--- config.mk ---
export PLATFORM = sky130hd
export DESIGN_NAME = debug_watchpoint_slot_allocator
export DESIGN_NICKNAME = d
export VERILOG_FILES = /design/src/rtl/dwsa_pkg.sv /design/src/rtl/debug_watchpoint_slot_allocator.sv /design/src/rtl/dwsa_in_reg.sv /design/src/rtl/dwsa_engine.sv
export SDC_FILE = /design/constraint.sdc
export NUM_CORES = 1
export LEC_CHECK = 0
export ABC_AREA = 1
export BUFFER_PORTS_ARGS = -buffer_cell sky130_fd_sc_hd__buf_4
export CORE_MARGIN = 5
export CORE_UTILIZATION = 30
export DETAILED_ROUTE_END_ITERATION = 8
export PLACE_DENSITY = 0.51
export SETUP_SLACK_MARGIN = 0.1
export SYNTH_ARGS = -nofsm -noshare
export SYNTH_HDL_FRONTEND = slang
export SYNTH_SLANG_ARGS = --single-unit
--- constraint.sdc ---
create_clock -name clk -period 9.3 [get_ports clk]
set_input_delay 0.465 -clock clk [delete_from_list [all_inputs] [get_ports clk]]
set_output_delay 0.465 -clock clk [all_outputs]
set_load 0.05 [all_outputs]
--- src/rtl/dwsa_pkg.sv ---
// ----------------------------------------------------------------------------
// Debug watchpoint slot allocator package
// Shared types, operation and status codes, control word layout and helpers.
// ----------------------------------------------------------------------------
package dwsa_pkg;

    // Fixed field widths of the command and result ports
    localparam int ADDR_W   = 64;
    localparam int SERIAL_W = 32;
    localparam int CW_W     = 32;
    localparam int BITS_W   = 7;
    localparam int SLOT_W   = 2;
    localparam int HIT_W    = 4;

    // Hardware limit on slots and parameter defaults
    localparam int MAX_SLOTS           = 4;
    localparam int SLOT_COUNT_DEFAULT  = 4;
    localparam int ADDR_BITS_DEFAULT   = 64;
    localparam int SERIAL_BITS_DEFAULT = 32;

    // Debug control word layout
    localparam logic [CW_W-1:0] CTRL_FIXED = CW_W'((1 << 8) | (1 << 9));
    localparam int CTRL_EN_BASE   = 1;
    localparam int CTRL_MODE_BASE = 16;
    localparam int CTRL_LEN_BASE  = 18;

    // Mode field codes
    localparam logic [1:0] MODE_WRITE_ONLY = 2'd3;
    localparam logic [1:0] MODE_READ_WRITE = 2'd1;

    // Length field codes
    localparam logic [1:0] LEN_8  = 2'd0;
    localparam logic [1:0] LEN_16 = 2'd1;
    localparam logic [1:0] LEN_64 = 2'd2;
    localparam logic [1:0] LEN_32 = 2'd3;

    typedef enum logic [1:0] {
        KIND_ADD    = 2'd0,
        KIND_REMOVE = 2'd1,
        KIND_CLEAN  = 2'd2,
        KIND_QUERY  = 2'd3
    } dwsa_kind_t;

    typedef enum logic [1:0] {
        ST_OK       = 2'd0,
        ST_FULL     = 2'd1,
        ST_MISMATCH = 2'd2,
        ST_NOHIT    = 2'd3
    } dwsa_status_t;

    // One registered command beat
    typedef struct packed {
        dwsa_kind_t           kind;
        logic [ADDR_W-1:0]    addr;
        logic [1:0]           len_code;
        logic                 write_only;
        logic [SLOT_W-1:0]    target_slot;
        logic [SERIAL_W-1:0]  target_serial;
        logic [HIT_W-1:0]     hit_bits;
    } dwsa_op_t;

    // Scalar part of one result beat
    typedef struct packed {
        dwsa_status_t         status;
        logic [SLOT_W-1:0]    slot;
        logic [SERIAL_W-1:0]  serial;
        logic [CW_W-1:0]      control_word;
    } dwsa_res_t;

    // Map a watched width in bits to its length code
    function automatic logic [1:0] length_code(input logic [BITS_W-1:0] bits);
        logic [1:0] code;
        case (bits)
            BITS_W'(8):  code = LEN_8;
            BITS_W'(16): code = LEN_16;
            BITS_W'(32): code = LEN_32;
            default:     code = LEN_64;
        endcase
        return code;
    endfunction

endpackage

--- src/rtl/debug_watchpoint_slot_allocator.sv ---
// ----------------------------------------------------------------------------
// Debug watchpoint slot allocator
// Four-slot hardware watchpoint manager: add, remove, clean and hit query.
// ----------------------------------------------------------------------------
// A command is taken on any cycle with start high; busy never rises, so one
// command can be issued every clock. Each command produces exactly one result
// beat, shown for a single cycle with done high, after the command has passed
// the input register, then the slot engine and result register. The
// receiver cannot stall, so it must capture every done beat. Results show the
// slot table after the command: control_word and addr0..addr3 reflect it, and
// the addresses of unused slots read as zero. Serials come from a wrapping
// counter; the first add after reset gets serial 1.
// ----------------------------------------------------------------------------
module debug_watchpoint_slot_allocator
#(
    parameter int SLOT_COUNT  = dwsa_pkg::SLOT_COUNT_DEFAULT,
    parameter int ADDR_BITS   = dwsa_pkg::ADDR_BITS_DEFAULT,
    parameter int SERIAL_BITS = dwsa_pkg::SERIAL_BITS_DEFAULT
)
(
    input  logic                            clk,
    input  logic                            rst_n,
    input  logic                            start,
    output logic                            busy,
    input  logic [1:0]                      kind,
    input  logic [dwsa_pkg::ADDR_W-1:0]     access_addr,
    input  logic [dwsa_pkg::BITS_W-1:0]     access_bits,
    input  logic                            watch_writes,
    input  logic [dwsa_pkg::SLOT_W-1:0]     target_slot,
    input  logic [dwsa_pkg::SERIAL_W-1:0]   target_serial,
    input  logic [dwsa_pkg::HIT_W-1:0]      hit_bits,
    output logic                            done,
    output logic [1:0]                      status,
    output logic [dwsa_pkg::SLOT_W-1:0]     slot,
    output logic [dwsa_pkg::SERIAL_W-1:0]   serial,
    output logic [dwsa_pkg::CW_W-1:0]       control_word,
    output logic [dwsa_pkg::ADDR_W-1:0]     addr0,
    output logic [dwsa_pkg::ADDR_W-1:0]     addr1,
    output logic [dwsa_pkg::ADDR_W-1:0]     addr2,
    output logic [dwsa_pkg::ADDR_W-1:0]     addr3
);

    logic                                                   accept;
    logic                                                   op_valid;
    dwsa_pkg::dwsa_op_t                                     op;
    dwsa_pkg::dwsa_res_t                                    res;
    logic [dwsa_pkg::MAX_SLOTS-1:0][dwsa_pkg::ADDR_W-1:0]   res_addr;

    // Take a command every cycle
    assign busy   = 1'b0;
    assign accept = start && !busy;

    dwsa_in_reg u_in_reg
    (
        .clk           (clk),
        .rst_n         (rst_n),
        .accept        (accept),
        .kind          (kind),
        .access_addr   (access_addr),
        .access_bits   (access_bits),
        .watch_writes  (watch_writes),
        .target_slot   (target_slot),
        .target_serial (target_serial),
        .hit_bits      (hit_bits),
        .op_valid      (op_valid),
        .op            (op)
    );

    dwsa_engine
    #(
        .SLOT_COUNT  (SLOT_COUNT),
        .ADDR_BITS   (ADDR_BITS),
        .SERIAL_BITS (SERIAL_BITS)
    )
    u_engine
    (
        .clk       (clk),
        .rst_n     (rst_n),
        .op_valid  (op_valid),
        .op        (op),
        .res_valid (done),
        .res       (res),
        .res_addr  (res_addr)
    );

    // Break out the result beat
    assign status       = res.status;
    assign slot         = res.slot;
    assign serial       = res.serial;
    assign control_word = res.control_word;
    assign addr0        = res_addr[0];
    assign addr1        = res_addr[1];
    assign addr2        = res_addr[2];
    assign addr3        = res_addr[3];

`ifndef SYNTHESIS
    // Every taken command yields a later result beat
    assert property (@(posedge clk) disable iff (!rst_n)
        accept |-> ##2 done)
        else $error("result beat missing after accepted command");

    // A failed add reports no slot and no serial
    assert property (@(posedge clk) disable iff (!rst_n)
        (done && status == dwsa_pkg::ST_FULL) |-> (slot == '0 && serial == '0))
        else $error("full status with nonzero slot or serial");

    // A disabled slot 0 shows a zero address
    assert property (@(posedge clk) disable iff (!rst_n)
        (done && !control_word[dwsa_pkg::CTRL_EN_BASE]) |-> (addr0 == '0))
        else $error("slot 0 address nonzero while disabled");
`endif

endmodule

--- src/rtl/dwsa_in_reg.sv ---
// ----------------------------------------------------------------------------
// Command input register
// Captures an accepted command beat and pre-decodes the access width.
// ----------------------------------------------------------------------------
module dwsa_in_reg
(
    input  logic                            clk,
    input  logic                            rst_n,
    input  logic                            accept,
    input  logic [1:0]                      kind,
    input  logic [dwsa_pkg::ADDR_W-1:0]     access_addr,
    input  logic [dwsa_pkg::BITS_W-1:0]     access_bits,
    input  logic                            watch_writes,
    input  logic [dwsa_pkg::SLOT_W-1:0]     target_slot,
    input  logic [dwsa_pkg::SERIAL_W-1:0]   target_serial,
    input  logic [dwsa_pkg::HIT_W-1:0]      hit_bits,
    output logic                            op_valid,
    output dwsa_pkg::dwsa_op_t              op
);

    logic               op_valid_reg;
    dwsa_pkg::dwsa_op_t op_reg;
    dwsa_pkg::dwsa_op_t op_next;

    // Pack the beat, decoding the width into its length code
    always_comb
    begin
        op_next.kind          = dwsa_pkg::dwsa_kind_t'(kind);
        op_next.addr          = access_addr;
        op_next.len_code      = dwsa_pkg::length_code(access_bits);
        op_next.write_only    = watch_writes;
        op_next.target_slot   = target_slot;
        op_next.target_serial = target_serial;
        op_next.hit_bits      = hit_bits;
    end

    // Mark a held beat
    always_ff @(posedge clk or negedge rst_n)
    begin
        if (!rst_n)
        begin
            op_valid_reg <= 1'b0;
        end
        else
        begin
            op_valid_reg <= accept;
        end
    end

    // Hold the payload of an accepted beat
    always_ff @(posedge clk)
    begin
        if (accept)
        begin
            op_reg <= op_next;
        end
    end

    assign op_valid = op_valid_reg;
    assign op       = op_reg;

endmodule

--- src/rtl/dwsa_engine.sv ---
// ----------------------------------------------------------------------------
// Watchpoint slot engine
// Holds the slot table and serial counter, executes one command per cycle
// and registers the result beat with the composed control word.
// ----------------------------------------------------------------------------
module dwsa_engine
#(
    parameter int SLOT_COUNT  = dwsa_pkg::SLOT_COUNT_DEFAULT,
    parameter int ADDR_BITS   = dwsa_pkg::ADDR_BITS_DEFAULT,
    parameter int SERIAL_BITS = dwsa_pkg::SERIAL_BITS_DEFAULT
)
(
    input  logic                                                clk,
    input  logic                                                rst_n,
    input  logic                                                op_valid,
    input  dwsa_pkg::dwsa_op_t                                  op,
    output logic                                                res_valid,
    output dwsa_pkg::dwsa_res_t                                 res,
    output logic [dwsa_pkg::MAX_SLOTS-1:0][dwsa_pkg::ADDR_W-1:0] res_addr
);

    localparam int SLOT_W = dwsa_pkg::SLOT_W;

    // Slot table
    logic [SLOT_COUNT-1:0]                      used_reg;
    logic [SLOT_COUNT-1:0]                      used_next;
    logic [SLOT_COUNT-1:0][ADDR_BITS-1:0]       addr_reg;
    logic [SLOT_COUNT-1:0][1:0]                 len_reg;
    logic [SLOT_COUNT-1:0]                      wo_reg;
    logic [SLOT_COUNT-1:0][SERIAL_BITS-1:0]     serial_reg;
    logic [SERIAL_BITS-1:0]                     cnt_reg;
    logic [SERIAL_BITS-1:0]                     cnt_next;
    logic [SERIAL_BITS-1:0]                     cnt_inc;

    // Result register
    logic                                                   res_valid_reg;
    dwsa_pkg::dwsa_res_t                                    res_reg;
    dwsa_pkg::dwsa_res_t                                    res_next;
    logic [dwsa_pkg::MAX_SLOTS-1:0][dwsa_pkg::ADDR_W-1:0]   res_addr_reg;
    logic [dwsa_pkg::MAX_SLOTS-1:0][dwsa_pkg::ADDR_W-1:0]   res_addr_next;

    // Search and select
    logic                       free_found;
    logic [SLOT_W-1:0]          free_idx;
    logic [SLOT_COUNT-1:0]      free_sel;
    logic [SLOT_COUNT-1:0]      alloc_sel;
    logic                       hit_found;
    logic [SLOT_W-1:0]          hit_idx;
    logic                       tgt_present;
    logic [SLOT_COUNT-1:0]      tgt_sel;
    logic [SERIAL_BITS-1:0]     tgt_serial;
    logic [SERIAL_BITS-1:0]     op_serial;
    logic                       ser_match;

    assign cnt_inc   = cnt_reg + SERIAL_BITS'(1);
    assign op_serial = op.target_serial[SERIAL_BITS-1:0];
    assign ser_match = tgt_present && ((op_serial == '0) || (op_serial == tgt_serial));

    // Find the lowest free slot, the lowest hit and the named slot
    always_comb
    begin
        free_found  = 1'b0;
        free_idx    = '0;
        free_sel    = '0;
        hit_found   = 1'b0;
        hit_idx     = '0;
        tgt_present = 1'b0;
        tgt_sel     = '0;
        tgt_serial  = '0;
        for (int i = 0; i < SLOT_COUNT; i++)
        begin
            if (!free_found && !used_reg[i])
            begin
                free_found  = 1'b1;
                free_idx    = SLOT_W'(i);
                free_sel[i] = 1'b1;
            end
            if (!hit_found && op.hit_bits[i])
            begin
                hit_found = 1'b1;
                hit_idx   = SLOT_W'(i);
            end
            if (op.target_slot == SLOT_W'(i))
            begin
                tgt_present = 1'b1;
                tgt_sel[i]  = 1'b1;
                tgt_serial  = serial_reg[i];
            end
        end
    end

    // Execute the held command
    always_comb
    begin
        used_next             = used_reg;
        cnt_next              = cnt_reg;
        alloc_sel             = '0;
        res_next.status       = dwsa_pkg::ST_OK;
        res_next.slot         = '0;
        res_next.serial       = '0;
        if (op_valid)
        begin
            case (op.kind)
                dwsa_pkg::KIND_ADD:
                begin
                    if (free_found)
                    begin
                        alloc_sel       = free_sel;
                        used_next       = used_reg | free_sel;
                        cnt_next        = cnt_inc;
                        res_next.slot   = free_idx;
                        res_next.serial = dwsa_pkg::SERIAL_W'(cnt_inc);
                    end
                    else
                    begin
                        res_next.status = dwsa_pkg::ST_FULL;
                    end
                end
                dwsa_pkg::KIND_REMOVE:
                begin
                    if (ser_match)
                    begin
                        used_next = used_reg & ~tgt_sel;
                    end
                    else
                    begin
                        res_next.status = dwsa_pkg::ST_MISMATCH;
                    end
                end
                dwsa_pkg::KIND_CLEAN:
                begin
                    used_next = '0;
                end
                dwsa_pkg::KIND_QUERY:
                begin
                    if (hit_found)
                    begin
                        res_next.slot = hit_idx;
                    end
                    else
                    begin
                        res_next.status = dwsa_pkg::ST_NOHIT;
                    end
                end
                default:
                begin
                    used_next = used_reg;
                end
            endcase
        end

        // Compose the control word and addresses from the updated table
        res_next.control_word = dwsa_pkg::CTRL_FIXED;
        res_addr_next         = '0;
        for (int i = 0; i < SLOT_COUNT; i++)
        begin
            if (used_next[i])
            begin
                res_next.control_word[dwsa_pkg::CTRL_EN_BASE + 2 * i] = 1'b1;
                res_next.control_word[dwsa_pkg::CTRL_MODE_BASE + 4 * i +: 2] =
                    (alloc_sel[i] ? op.write_only : wo_reg[i]) ?
                    dwsa_pkg::MODE_WRITE_ONLY : dwsa_pkg::MODE_READ_WRITE;
                res_next.control_word[dwsa_pkg::CTRL_LEN_BASE + 4 * i +: 2] =
                    alloc_sel[i] ? op.len_code : len_reg[i];
                res_addr_next[i] = dwsa_pkg::ADDR_W'(alloc_sel[i] ?
                    op.addr[ADDR_BITS-1:0] : addr_reg[i]);
            end
        end
    end

    // Advance control state
    always_ff @(posedge clk or negedge rst_n)
    begin
        if (!rst_n)
        begin
            used_reg      <= '0;
            cnt_reg       <= '0;
            res_valid_reg <= 1'b0;
        end
        else
        begin
            used_reg      <= used_next;
            cnt_reg       <= cnt_next;
            res_valid_reg <= op_valid;
        end
    end

    // Write the allocated slot's payload
    always_ff @(posedge clk)
    begin
        for (int i = 0; i < SLOT_COUNT; i++)
        begin
            if (alloc_sel[i])
            begin
                addr_reg[i]   <= op.addr[ADDR_BITS-1:0];
                len_reg[i]    <= op.len_code;
                wo_reg[i]     <= op.write_only;
                serial_reg[i] <= cnt_inc;
            end
        end
    end

    // Hold the result beat
    always_ff @(posedge clk)
    begin
        if (op_valid)
        begin
            res_reg      <= res_next;
            res_addr_reg <= res_addr_next;
        end
    end

    assign res_valid = res_valid_reg;
    assign res       = res_reg;
    assign res_addr  = res_addr_reg;

endmodule

==> results.toml <==
[global_route]
antenna_found_initial = 4
grt_max_degree = 143
grt_overflow_total = 0
grt_pass1_wl_um = 134000
grt_pass1_vias = 20500
grt_usage_pct = 15.8

[sta]
fin_hold_ws_ns = 0.0578
max_freq_mhz = 229
worstMarginPinSlew_ns = 1.14
relSlewSlack_pct = 24.1
worst_slack_ns = 4.94
hold_viol_final = 0
setup-violations-final = 0
period_minus_slack_ns = 4.36
setup_tns_ns = 0
fin_skew_ns = 0.0248
drv_slew = 0
min_period_over_period_pct = 46.9
grt_setup_unrepaired = "false"

[clocking]
cts_sinks = 853
cts_setup_buffers = 0
cts_tree = "built"
numCtsBuffers = 93
clock_latency_ns = 0.67
cts-htree-levels = 3
cts.path.max_buffers = 3
cts-root-buf = "clkbuf_16"
cts_resized = 0
clk_pin_slew_ns = 0.06

[synthesis]
yosysTopAreaCellShare_pct = 51.6
ys_ff_latch = 853
yosysSeqAreaShare_pct = 71.4
netlist_area_um2 = 31800
synth_area_leaders = "edfxtp_1 (52%), dfxtp_1 (17%), or2_2 (5.5%)"
ys.flop_type = "edfxtp_1"
netlist_instances = 2795
synth.distinct_cells = 41
yosys_warnings = 0
netlist.top_cell.by_area = "edfxtp_1"
avgSynthCellArea_um2 = 11.4
synth_edf_count = 547
synthArstFlopShare_pct = 4.45

[status]
status = "complete, no violations"

[floorplan]
die_width_um = 336
rows = 119
io_pins = 441
initial_core_util_pct = 30.2
coreArea_um2 = 105000
dieHeight_um = 336
die_area_um2 = 113000

[critical_path]
cp-start-kind = "flip-flop"
critical_path_class = "reg -> reg"
arrival_ns = 4.72
critical-path-max-stage-delay_ns = 0.79
rr_startpoint = "u_in_reg.op[36]"
crit_end = "u_engine.res[5]"
timing.reg2reg.setup_slack_ns = 4.94
worstPathMaxFanout = 50
cp_slowest_cell = "nor2_4"
r2r-end = "u_engine.res[5]"
crit_path_end_kind = "flip-flop"
worstPathCellList = "buf_4 > nor2_4 > nand2_1 > nand3_1 > nand2_1 > nand2_1 > nand2_1 > inv_1 > nand2_1 > nor2_1 > nand2_1 > nor2_1 > nand2_1 > nand2_2 > nand2_1 > nand2_1 > nand2_1 > nand2_4 > buf_4 > inv_1"
crit_path_frequent_cell = "nand2_1"
crit_required_ns = 9.66
startpoint = "u_in_reg.op[36]"
rr_worst_depth = 20

[routing]
routed-via-count = 20800
dr.first_iter.drc_count = 1404
vias_per_cell = 4.33
drc_errors = 0
wl_um = 91700
detail-route-antenna-nets = 0
first_pass_iters = 5
post_drt_wl_per_cell_um = 19.1

[place]
hpwlAfterDp_um = 58600
port_buffers = 427
post-place-ws_ns = 4.83
gp_congestion = 0.760

[final_layout]
syn2layout_area_growth_pct = 27.5
fillCellCount = 10300
drive_gt1_share_pct = 26.1
nNetsFinal = 3454

[worst_hold_path]
hp-class = "in -> reg"

[power]
power.density_nw_per_um2 = 294
peakVddDrop_uv = 149
cellLeakagePower_uw = 0.0174

[job]
maxCapViolCount = 0
==> cell usage in the layout, fill, tap and decap left out, types with 14 or more instances in the layout <==
master and n:
dfxtp_1 268, nand2_1 268, clkbuf_1 34, buf_4 448, dfrtp_1 37, nand4_1 14, inv_1 404, or2_2 278
edfxtp_1 547, nor3_1 14, dlygate4sd3_1 104, nand3_1 70, nor2_1 336, xor2_1 28, o21ai_0 319, clkbuf_16 96
==> per-layer routing <==
metal / vias to the layer above / track usage (%) / wire, µm
met5: - / 0 / 13
met4: 2 / 4.53 / 1970
met3: 101 / 2.95 / 5000
met2: 547 / 25.6 / 42500
met1: 10000 / 21.9 / 42200
li1: 10100 / - / -
==> worst max-delay path: cells and delay by family (launching register included) <==
kind                   cells  cell delay (ns)
buffers and inverters      4             1.19
flip-flops                 1             0.35
AND/OR/NAND/NOR           16             2.42
==> synthesized netlist by cell type (3+ instances only) <==
library cell	n
or2_1	8
nand3_1	70
nand2_2	6
buf_1	3
inv_1	408
or2_2	278
ha_1	6
edfxtp_1	547
buf_2	24
or2_0	4
o21ai_0	319
buf_6	4
nor2_1	340
clkbuf_1	66
nor2_2	4
nor4_1	11
a21oi_1	6
nand3b_1	13
nand2_1	268
xor2_1	28
dfxtp_1	268
dfrtp_1	38
inv_2	3
nand4_1	14
buf_4	25
nor3_1	15
==> worst min path at each step <==
| stage | start | end | slack, ns | depth (start not counted) |
|---|---|---|---|---|
| after floorplan | rst_n | u_engine.cnt_reg[0] | 0.17 | 0 |
| after CTS | hit_bits[1] | u_in_reg.op[1] | 0.003 | 1 |
| after global placement | u_engine.cnt_reg[15] | u_engine.cnt_reg[15] | 0.49 | 2 |
| after global routing | hit_bits[1] | u_in_reg.op[1] | 0.03 | 1 |
| final | hit_bits[0] | u_in_reg.op[0] | 0.06 | 1 |
| after detailed placement | u_engine.cnt_reg[15] | u_engine.cnt_reg[15] | 0.51 | 2 |
==> where the power goes <==
part | total [µW] | internal (µW) | switching, µW
clock | 3690 | 2160 | 1530
sequential | 5350 | 5030 | 316
combinational | 2890 | 1020 | 1870
total | 11900 | 8210 | 3720
==> final cells by class <==
type / instances / area, µm² / area share, %
tap: 1391 / 1740 / 4.29
timing repair buffer: 554 / 4440 / 10.9
inverter: 412 / 1550 / 3.81
clock buffer: 143 / 2710 / 6.67
sequential: 853 / 22700 / 56.0
multi-input combinational: 1419 / 7030 / 17.3
antenna: 3 / 7.51 / 0.0185
clock inverter: 32 / 370 / 0.913
==> cells by family after synthesis <==
logic type	count (synthesis)	share of synthesized area, %
flops	853	71.4
xor+xnor	30	0.825
fa+ha+maj	6	0.236
simple gates	1038	15.4
other cells	2	0.0236
compound gates	332	5.26
buf+inv	534	6.78
==> per-stage QoR <==
| step | total power (µW) | cell area (µm²) | utilization, % | instances |
|---|---|---|---|---|
| CTS | 12100 | 40600 | 38.5 | 4804 |
| global route | 12600 | 40600 | 38.5 | 4804 |
| finish | 11900 | 40600 | 38.5 | 4807 |
| global placement | 8270 | 36500 | 34.6 | 4525 |
| floorplan | 7420 | 31900 | - | 2806 |
| detailed placement | 8310 | 36500 | 34.6 | 4525 |
==> what timing repair did <==
action	in CTS	in global routing
hold buffers	104	0
endpoints found under the setup margin	0	0
endpoints found under the hold margin	141	0
No activity file was read; power rests on OpenSTA's default activity.
